--- src/rtl/core/deq_ring_mem.sv ---
module deq_ring_mem #(
	parameter int DEPTH = 64,
	parameter int WIDTH = 32,
	parameter int AW    = 6
) (
	input  logic             clk,
	input  logic             we,
	input  logic             re,
	input  logic [AW-1:0]    addr,
	input  logic [WIDTH-1:0] wdata,
	output logic [WIDTH-1:0] rdata_q
);

	logic [WIDTH-1:0] mem [DEPTH];

	// Single port: one write or one registered read per cycle.
	always_ff @(posedge clk) begin
		if (we) begin
			mem[addr] <= wdata;
		end
		if (re) begin
			rdata_q <= mem[addr];
		end
	end

endmodule

--- config.mk ---
export PLATFORM = sky130hd
export DESIGN_NAME = deq_ring_mem
export DESIGN_NICKNAME = d
export VERILOG_FILES = /design/src/rtl/core/deq_ring_mem.sv
export SDC_FILE = /design/constraint.sdc
export NUM_CORES = 2
export LEC_CHECK = 0
export BUFFER_PORTS_ARGS = -buffer_cell sky130_fd_sc_hd__buf_2
export CORE_MARGIN = 8
export CORE_UTILIZATION = 50
export DETAILED_ROUTE_END_ITERATION = 8
export PLACE_DENSITY = 0.65
export REMOVE_ABC_BUFFERS = 1
export SETUP_SLACK_MARGIN = 0.3
export SLEW_MARGIN = 20
export SYNTH_ARGS = -nofsm -noshare
export SYNTH_HDL_FRONTEND = slang
export SYNTH_SLANG_ARGS = --single-unit
--- constraint.sdc ---
create_clock -name clk -period 5.8 [get_ports clk]
set_input_delay 1.16 -clock clk [delete_from_list [all_inputs] [get_ports clk]]
set_output_delay 1.16 -clock clk [all_outputs]
set_load 0.01 [all_outputs]
==> run summary <==
Achievable clock frequency: 0.238 GHz
Simple-gate share of the synthesized area: 2.79%
Synth Area in Adders: 0%
Crit. End Element: register
# rows: 146
Clk root buf: clkbuf_16
RSZ-0062 raised after global routing: false
Tmin final: 4.21 ns
Final slew viol count: 0
Post-route ant nets: 0
Hold-fix buffers, CTS: 0
R2R Path Start: mem[17][21]
GRT Total Usage: 25.8%
Iteration-0 DRC Markers: 6831
Post-synth cell types: 55
Post CTS Setup Buffer Count: 0
EDFF count, synth: 2080
Die area: 171000 µm²
Netlist Area Pre-Place: 79200 µm²
Register area share after synthesis: 78.8%
Synthesis-stage register bit count: 2080
Sw Share: 22.2%
Via Count: 44000
Max-Cap Viols: 0
# port buffers: 72
Worst EP arrival: 4.80 ns
DRC viols: 0
Leakage: 28.7 nW
Initial antenna violation count: 16
Routability Congestion: 0.907
Wirelength per Cell: 34.3 µm
First-pass GRT wire length: 321 mm
Required time of the critical path: 6.39 ns
Synth Area in Compound Gates: 8.63%
Power Total: 30.7 mW
Finish-stage setup viols: 0
Most frequent cells after synthesis: edfxtp_1 (2080), mux2i_1 (259), a22oi_1 (188), a221oi_1 (175), clkbuf_1 (168)
Top post-synthesis cells by area: edfxtp_1 (79%), mux2i_1 (3.3%), mux4_2 (2.7%), mux2_2 (2.1%), a221oi_1 (1.9%)
Synth area leader: edfxtp_1
Sequential share of power: 54.4%
Period utilization: 72.6%
Int Pwr: 23.9 mW
Run status: completed
Most frequent cell after synthesis: edfxtp_1
Syn. warnings: 0
Die height: 414 µm
R2R setup slack: 2.94 ns
CP Launch Type: input port
Comb power frac: 5.5%
Clock power share: 40.0%
Clk sinks: 2080
Dpl ws: 0.850 ns
Reg-to-Reg End: rdata_q[21]
Starting Density: 50.2%
Placeable Area: 158000 µm²
Setup WS post-layout: 1.59 ns
Synth Area in XOR/XNOR: 0%
Share of the synthesized area in the top cell type: 78.8%
Final nets: 4459
Proportion of synthesized area in mux cells: 8.09%
Post-synthesis instance total: 4239
Total negative setup slack: 0 ns
Worst-margin pin slew: 1.20 ns
Worst-case clock buffer depth: 3
Drt via density: 6.61
Largest family of logic cells by synthesized area: compound AO/OA/AOI/OAI gates
CP Class: in -> reg
Dpl hpwl: 132 mm
Largest net degree at the start of global routing: 128
Fin. Hold Viols: 0
P_sw: 6.83 mW
Min-Delay Path Depth: 4
Post-CTS sizing: 0
Final Skew: 0.0243 ns
Peak supply drop: 0.284 mV
PD cells: 344 nW/µm²
R2R cell count: 5
Most used cell, CP: buf_4
Crit-path slowest cell: or4b_1
Slowest cell delay on critical path: 0.65 ns
CTS tree: done
Hold wc startpoint: mem[58][22]
Hold Path End: rdata_q[22]
Grt total ovfl: 0
Synth Area per Inst: 18.7 µm²
CP Cell Sequence: buf_8 > buf_4 > nor2_4 > buf_4 > a22oi_1 > o22ai_1 > o21ai_0 > or4b_1 > or4_1
Drt pass-1 iters: 6
Via count of the first global-routing pass: 42200
Area Overhead vs Synth: 12.9%
Asr flop ratio synth: 0%
Num ports: 73
Latest clock arrival within the worst-skew pair: 0.85 ns
Crit Path Max Fanout: 58
Drt total wl: 229 mm
Number of buffers created by CTS: 198
Predominant post-synthesis flop cell: edfxtp_1
Reg clk slew, reported paths: 0.06 ns
Share of cells above drive strength 1: 19.1%
Die Width: 414 µm
Hold Path Class: reg -> reg
H-tree Lvls: 4
Worst relative slew slack: 19.9%
[layout make-up]
cell class	instances	area [µm²]
Inverter	2	15.0
Tap cell	2072	2590
Clock inverter	115	928
Fill cell	11700	68400
Timing Repair Buffer	277	2220
Clock buffer	249	5150
Multi-Input combinational cell	1859	16100
Sequential cell	2080	62500
Antenna cell	6	15.0
[worst max-delay path: cells and delay by family]
| family | cells | cell delay [ns] |
|---|---|---|
| and+or+nand+nor | 3 | 1.43 |
| buffers and inverters | 3 | 1.17 |
| AOI/OAI and AO/OA | 3 | 0.88 |
[routing by layer]
layer / global-route usage [%] / part of all wire, %
met2: 39.6 / 46
met4: 11.8 / 5.2
met5: 0 / 0.033
met1: 35.8 / 38
met3: 5.45 / 10
[cells by family after synthesis]
| group | after synthesis |
|---|---|
| AOI/OAI and AO/OA | 933 |
| buffers and inverters | 300 |
| DFF | 2080 |
| muxes | 502 |
| and+or+nand+nor | 424 |
[flip-flops by register name, indices dropped and copies added (netlist names)]
signal,flops
mem,2048
rdata_q,32
[layout by cell type (no fill, tap or decap), types with 10 or more instances in the layout]
cell type,instances
a211oi_1,17
a21oi_1,120
a221o_1,15
a221oi_1,175
a222oi_1,16
a22o_1,66
a22oi_1,188
a31oi_1,43
and3_1,85
buf_12,19
buf_2,65
buf_4,188
bufinv_16,10
clkbuf_1,51
clkbuf_16,198
clkinv_1,56
clkinv_2,26
edfxtp_1,2080
mux2_2,147
mux2i_1,259
mux4_2,96
nand2_1,27
nand2b_1,15
nand3_1,53
nor2_1,76
nor2_4,67
nor3_1,19
nor4_1,14
o21ai_0,84
o22a_1,70
o22ai_1,93
o2bb2ai_1,15
or4_1,15
or4b_1,14
[per-stage QoR]
| step | cells | cell area, µm² | util [%] | hold slack, ns |
|---|---|---|---|---|
| 6_report | 6660 | 89500 | 56.7 | 0.756 |
| 5_1_grt | 6656 | 89500 | 56.7 | 0.791 |
| 4_1_cts | 6654 | 89500 | 56.7 | 0.748 |
| 3_5_place_dp | 6290 | 83400 | 52.8 | 0.755 |
| 3_3_place_gp | 6287 | 83300 | 52.8 | 0.734 |
| 2_1_floorplan | 3941 | 77900 | - | 0.640 |
[worst max path at each step]
stage	from	endpoint	slack (ns)	cells after the start
after global placement	addr[0]	rdata_q[9]	0.89	9
after detailed placement	addr[0]	rdata_q[9]	0.85	9
after floorplan	addr[0]	rdata_q[31]	-0.38	5
final	addr[0]	rdata_q[9]	1.59	9
after CTS	addr[0]	rdata_q[9]	1.78	9
after global routing	addr[0]	rdata_q[9]	1.64	9
[power by group through the flow]
stage / clock (mW) / combinational (mW) / sequential (mW)
after floorplan: 0 / 0.644 / 17.0
final: 12.3 / 1.70 / 16.7
after CTS: 12.4 / 1.68 / 16.7
after global placement: 0 / 1.66 / 17.1
after detailed placement: 0 / 1.68 / 17.1
after global routing: 13.0 / 1.77 / 16.7
No activity file was read; power rests on OpenSTA's default activity.
