**src/rtl/core/deq_pkg.sv**
```systemverilog
package deq_pkg;

	// Fixed widths of the channel fields.
	localparam int CMD_W   = 3;
	localparam int VAL_W   = 32;
	localparam int IDX_W   = 6;
	localparam int ELEM_W  = 32;
	localparam int ST_W    = 2;
	localparam int COUNT_W = 7;

	// Defaults for the top-level parameters.
	localparam int CAPACITY_DEF   = 64;
	localparam int DATA_WIDTH_DEF = 32;

	typedef enum logic [CMD_W-1:0] {
		CMD_PUSH_BACK  = 3'd0,
		CMD_PUSH_FRONT = 3'd1,
		CMD_POP_BACK   = 3'd2,
		CMD_POP_FRONT  = 3'd3,
		CMD_READ       = 3'd4,
		CMD_CLEAR      = 3'd5
	} cmd_t;

	typedef enum logic [ST_W-1:0] {
		ST_OK    = 2'd0,
		ST_EMPTY = 2'd1,
		ST_RANGE = 2'd2,
		ST_FULL  = 2'd3
	} status_t;

	// Per-command result from the control logic, minus the element itself.
	typedef struct packed {
		status_t              status;
		logic [COUNT_W-1:0]   count;
		logic                 is_empty;
		logic                 rd;
	} deq_result_t;

endpackage

```
**src/rtl/core/deq_ctrl.sv**
```systemverilog
module deq_ctrl import deq_pkg::*; #(
	parameter int CAPACITY   = CAPACITY_DEF,
	parameter int DATA_WIDTH = DATA_WIDTH_DEF,
	parameter int AW         = $clog2(CAPACITY)
) (
	input  logic                  clk,
	input  logic                  arst_n,
	input  logic                  accept,
	input  logic [CMD_W-1:0]      command,
	input  logic [VAL_W-1:0]      value,
	input  logic [IDX_W-1:0]      index,
	output logic                  mem_we,
	output logic                  mem_re,
	output logic [AW-1:0]         mem_addr,
	output logic [DATA_WIDTH-1:0] mem_wdata,
	output deq_result_t           result
);

	localparam int CW   = $clog2(CAPACITY + 1);
	localparam int CMPW = (CW > IDX_W) ? CW : IDX_W;
	localparam logic [AW:0]   CAP_A = (AW+1)'(CAPACITY);
	localparam logic [CW-1:0] CAP_C = CW'(CAPACITY);
	localparam logic [AW-1:0] LAST  = AW'(CAPACITY - 1);

	logic [AW-1:0] front_q, front_n;
	logic [CW-1:0] count_q, count_n;
	logic [CW-1:0] cnt_m1;
	logic [CMPW-1:0] idx_ext, cnt_ext;
	logic [AW-1:0] pos_back, pos_last, pos_idx, pos_next, pos_prev;
	logic [VAL_W+DATA_WIDTH-1:0] val_ext;
	logic full, empty;

	// Offset from the front into the ring; the sum is wrapped by one subtraction of the capacity.
	function automatic logic [AW-1:0] ring_add(input logic [AW-1:0] a, input logic [AW-1:0] b);
		logic [AW:0] s;
		s = {1'b0, a} + {1'b0, b};
		if (s >= CAP_A) begin
			s = s - CAP_A;
		end
		return s[AW-1:0];
	endfunction

	assign full     = (count_q == CAP_C);
	assign empty    = (count_q == '0);
	assign cnt_m1   = count_q - CW'(1);
	assign idx_ext  = CMPW'(index);
	assign cnt_ext  = CMPW'(count_q);
	assign pos_back = ring_add(front_q, count_q[AW-1:0]);
	assign pos_last = ring_add(front_q, cnt_m1[AW-1:0]);
	assign pos_idx  = ring_add(front_q, idx_ext[AW-1:0]);
	assign pos_next = ring_add(front_q, AW'(1));
	assign pos_prev = (front_q == '0) ? LAST : front_q - AW'(1);
	assign val_ext  = {{DATA_WIDTH{1'b0}}, value};
	assign mem_wdata = val_ext[DATA_WIDTH-1:0];

	// Command decode: pointer and count updates plus at most one store access.
	always_comb begin
		front_n         = front_q;
		count_n         = count_q;
		mem_we          = 1'b0;
		mem_re          = 1'b0;
		mem_addr        = pos_back;
		result.status   = ST_OK;
		result.rd       = 1'b0;
		unique case (cmd_t'(command))
			CMD_PUSH_BACK: begin
				if (full) begin
					result.status = ST_FULL;
				end else begin
					mem_we  = accept;
					count_n = count_q + CW'(1);
				end
			end
			CMD_PUSH_FRONT: begin
				mem_addr = pos_prev;
				if (full) begin
					result.status = ST_FULL;
				end else begin
					mem_we  = accept;
					front_n = pos_prev;
					count_n = count_q + CW'(1);
				end
			end
			CMD_POP_BACK: begin
				mem_addr = pos_last;
				if (empty) begin
					result.status = ST_EMPTY;
				end else begin
					mem_re    = accept;
					result.rd = 1'b1;
					count_n   = cnt_m1;
				end
			end
			CMD_POP_FRONT: begin
				mem_addr = front_q;
				if (empty) begin
					result.status = ST_EMPTY;
				end else begin
					mem_re    = accept;
					result.rd = 1'b1;
					front_n   = pos_next;
					count_n   = cnt_m1;
				end
			end
			CMD_READ: begin
				mem_addr = pos_idx;
				if (idx_ext >= cnt_ext) begin
					result.status = ST_RANGE;
				end else begin
					mem_re    = accept;
					result.rd = 1'b1;
				end
			end
			CMD_CLEAR: begin
				front_n = '0;
				count_n = '0;
			end
			default: begin
			end
		endcase
		// Count and empty flag as they stand after this command.
		result.count    = COUNT_W'(count_n);
		result.is_empty = (count_n == '0);
	end

	// Front pointer and count load their next values on every accepted command beat.
	always_ff @(posedge clk or negedge arst_n) begin
		if (!arst_n) begin
			front_q <= '0;
			count_q <= '0;
		end else if (accept) begin
			front_q <= front_n;
			count_q <= count_n;
		end
	end

endmodule

```
**config.mk**
```make
export PLATFORM = sky130hd
export DESIGN_NAME = deq_ctrl
export DESIGN_NICKNAME = d
export VERILOG_FILES = /design/src/rtl/core/deq_pkg.sv /design/src/rtl/core/deq_ctrl.sv
export SDC_FILE = /design/constraint.sdc
export NUM_CORES = 1
export LEC_CHECK = 0
export ABC_AREA = 0
export BUFFER_PORTS_ARGS = -buffer_cell sky130_fd_sc_hd__buf_4
export CELL_PAD_IN_SITES_DETAIL_PLACEMENT = 0
export CELL_PAD_IN_SITES_GLOBAL_PLACEMENT = 1
export CORE_UTILIZATION = 30
export CTS_BUF_LIST = sky130_fd_sc_hd__clkbuf_4 sky130_fd_sc_hd__clkbuf_8
export DETAILED_ROUTE_END_ITERATION = 16
export HOLD_SLACK_MARGIN = 0.02
export PLACE_DENSITY_LB_ADDON = 0.1
export SKIP_CTS_REPAIR_TIMING = 1
export SLEW_MARGIN = 0
export SYNTH_ARGS = -nofsm -noshare
export SYNTH_HDL_FRONTEND = slang
export SYNTH_SLANG_ARGS = --single-unit
```
**constraint.sdc**
```tcl
create_clock -name clk -period 8.7 [get_ports clk]
set_input_delay 0.87 -clock clk [delete_from_list [all_inputs] [get_ports clk]]
set_output_delay 0.87 -clock clk [all_outputs]
set_load 0.005 [all_outputs]
```
==> results.cfg <==
[route]
num_vias = 2131
routed_wl_um = 6920
dr.pass1.iters = 5
post_drt_wl_per_cell_um = 18.3
drc = 0
ant_nets = 0
viasPerCell = 5.62
drt-initial-drc-count = 172

[yosys]
ys_seq_area_share_pct = 14.7
synth_seq_cells = 13
netlist_instances = 302
ys_async_sr_fraction_pct = 100
synth-main-ff-cell = dfrtp_1
synth_edf_count = 0
syn_nets = 363
syn_area_per_cell_um2 = 7.31
ys_types = 57
yosysWarnings = 0
syn_area_mm2 = 0.00221

[placement]
dp_hpwl_um = 5090
port_buffers = 30
gp_congestion = 0.747
dpl-instance-area_mm2 = 0.00223

[global_route]
grt_use_total_pct = 19.0
grt_pass1_vias = 2088
antenna_found_initial = 0
gr-max-usage-layer = met2
grt_pass1_wl_um = 11200
grt_util_met1_pct = 24.8
grt_max_degree = 34
grt_overflow = 0
met2_usage_pct = 33.0
use_met3_pct = 3.58

[clock_network]
clk_path_buf_depth = 2
cts_buffers = 3
htree_levels = 1
clk_pin_slew_ps = 60
cts-root-buf = clkbuf_8
tritoncts = yes
cts_sinks = 13
clk_latency_ps = 250

[critical_path]
crit_path_start_kind = input port
worst_ep_required_time_ps = 7830
reg2reg_from = cnt_ext[0]$_DFFE_PN0P_
setup.worst_path.end_class = output port
crit_type = in -> out
r2r_slack_ps = 5810
cp_max_fo = 33
worst_r2r_path_depth = 7
r2r-end = cnt_ext[6]$_DFFE_PN0P_
arrival_ps = 3550

[die]
dieHeight_um = 87.8
initial_core_util_pct = 31.8
core_area_mm2 = 0.00694
num_io_pins = 95
die_area_mm2 = 0.00770
rows = 30
die_w_um = 87.8

[flow_run]
max-cap-violations = 0

[sta]
hold_viol = 0
finalSetupTns_ps = 0
max_slew.worst_pin.slew_ps = 739
timing.fmax_mhz = 226
min_period_ps = 4420
finalSetupViolCount = 0
finalCritPeriodShare_pct = 50.8
finClkSkew_ps = 2.51
slew_headroom_pct = 50.7
slew_violations = 0
rsz0062_at_grt = no

[power_and_ir_drop]
leakagePower_nw = 0.950
pwr_density_cell_mw_per_mm2 = 309
vdd_drop_max_uv = 134
power.total_mw = 0.704

[cells_and_area]
layout_commonest_cell = buf_4
fin_util_pct = 32.8
final_cell_mix = 30 x buf_4, 24 x nand2_1, 21 x nor2_1
syn_to_final_growth_pct = 3.29
nets = 345
final_area_mm2 = 0.00228
diodes = 0
final_layout_size_suffix_gt1_share_pct = 16.3

[hold_path]
hold_class = in -> async

[run_status]
outcome = completed
-- area by class of cell --
cell class	count	area, um^2
inverters	15	56.3
clock buffers	4	48.8
repair buffers	30	225
flip-flops and latches	13	325
well taps	96	120
multi-input cells	221	1500
fillers	774	4660
-- layer usage --
| metal | up-vias | wire length, um |
|---|---|---|
| li1 | 1035 | - |
| met1 | 1040 | 3130 |
| met2 | 54 | 3400 |
| met3 | 2 | 367 |
| met4 | 0 | 13 |
| met5 | - | 0 |
-- logic make-up after synthesis --
kind of cell	count (synthesis)	share of synthesized area, %
AOI/OAI and AO/OA	99	30.6
xor gates and xnor gates	7	2.78
adders and majority gates	17	9.98
buffers and inverters	68	17.1
DFF	13	14.7
muxes	6	2.95
and+or+nand+nor	92	21.8
-- synthesized netlist by cell type, types with 3 or more instances --
| library cell | instances | area [um^2] |
|---|---|---|
| nand2_1 | 24 | 90.1 |
| a211oi_1 | 6 | 45.0 |
| o22ai_1 | 9 | 56.3 |
| nand2b_1 | 3 | 18.8 |
| o21ai_0 | 19 | 95.1 |
| nand3_1 | 10 | 50.1 |
| o21a_1 | 4 | 30.0 |
| nor3b_1 | 3 | 22.5 |
| buf_4 | 32 | 240 |
| dfrtp_1 | 13 | 325 |
| xnor2_1 | 5 | 43.8 |
| a221oi_1 | 5 | 43.8 |
| a21o_1 | 4 | 30.0 |
| nor3_1 | 6 | 30.0 |
| nor2_1 | 21 | 78.8 |
| a21oi_1 | 19 | 95.1 |
| inv_1 | 14 | 52.6 |
| a31oi_1 | 7 | 43.8 |
| and3_1 | 6 | 37.5 |
| mux2_2 | 4 | 45.0 |
| clkbuf_1 | 17 | 63.8 |
| nor2b_1 | 5 | 31.3 |
| ha_1 | 16 | 200 |
-- sequential cells by signal, summed over array words and instances, names as in the netlist --
name / flops
front_q: 6
cnt_ext: 7
-- power breakdown --
part           internal (mW)  leakage, nW  total, mW  switching [mW]
Sequential            0.0844        0.162      0.179          0.0946
Clock                 0.0355       0.0262     0.0604          0.0249
Combinational          0.226        0.762      0.465           0.238
Total                  0.346        0.950      0.704           0.358
-- worst max-delay path, cell delays in order --
cell	delay [ps]
buf_4	310
nor3b_1	500
nand3_1	140
nand2_1	110
a21oi_1	50
ha_1	340
o21ai_0	220
o21bai_1	100
a21oi_1	180
xnor2_1	190
o21ai_1	90
a221o_1	310
buf_4	130
-- worst max-delay path by stage --
stage,from,endpoint,slack (ps),cells after the start
floorplan,command[1],mem_addr[5],4500,12
global placement,command[1],mem_addr[5],4290,11
detailed placement,command[1],mem_addr[5],4230,11
CTS,command[1],mem_addr[5],4250,11
global route,command[1],mem_addr[5],3980,12
finish,command[1],mem_addr[5],4280,13
-- metrics by stage --
step | hold WS, ps | setup WS [ps] | cells
2_1_floorplan | 547 | 4500 | 302
3_3_place_gp | 632 | 4290 | 375
3_5_place_dp | 633 | 4230 | 375
4_1_cts | 464 | 4250 | 379
5_1_grt | 465 | 3980 | 379
6_report | 462 | 4280 | 379
No activity file was read; power rests on OpenSTA's default activity.
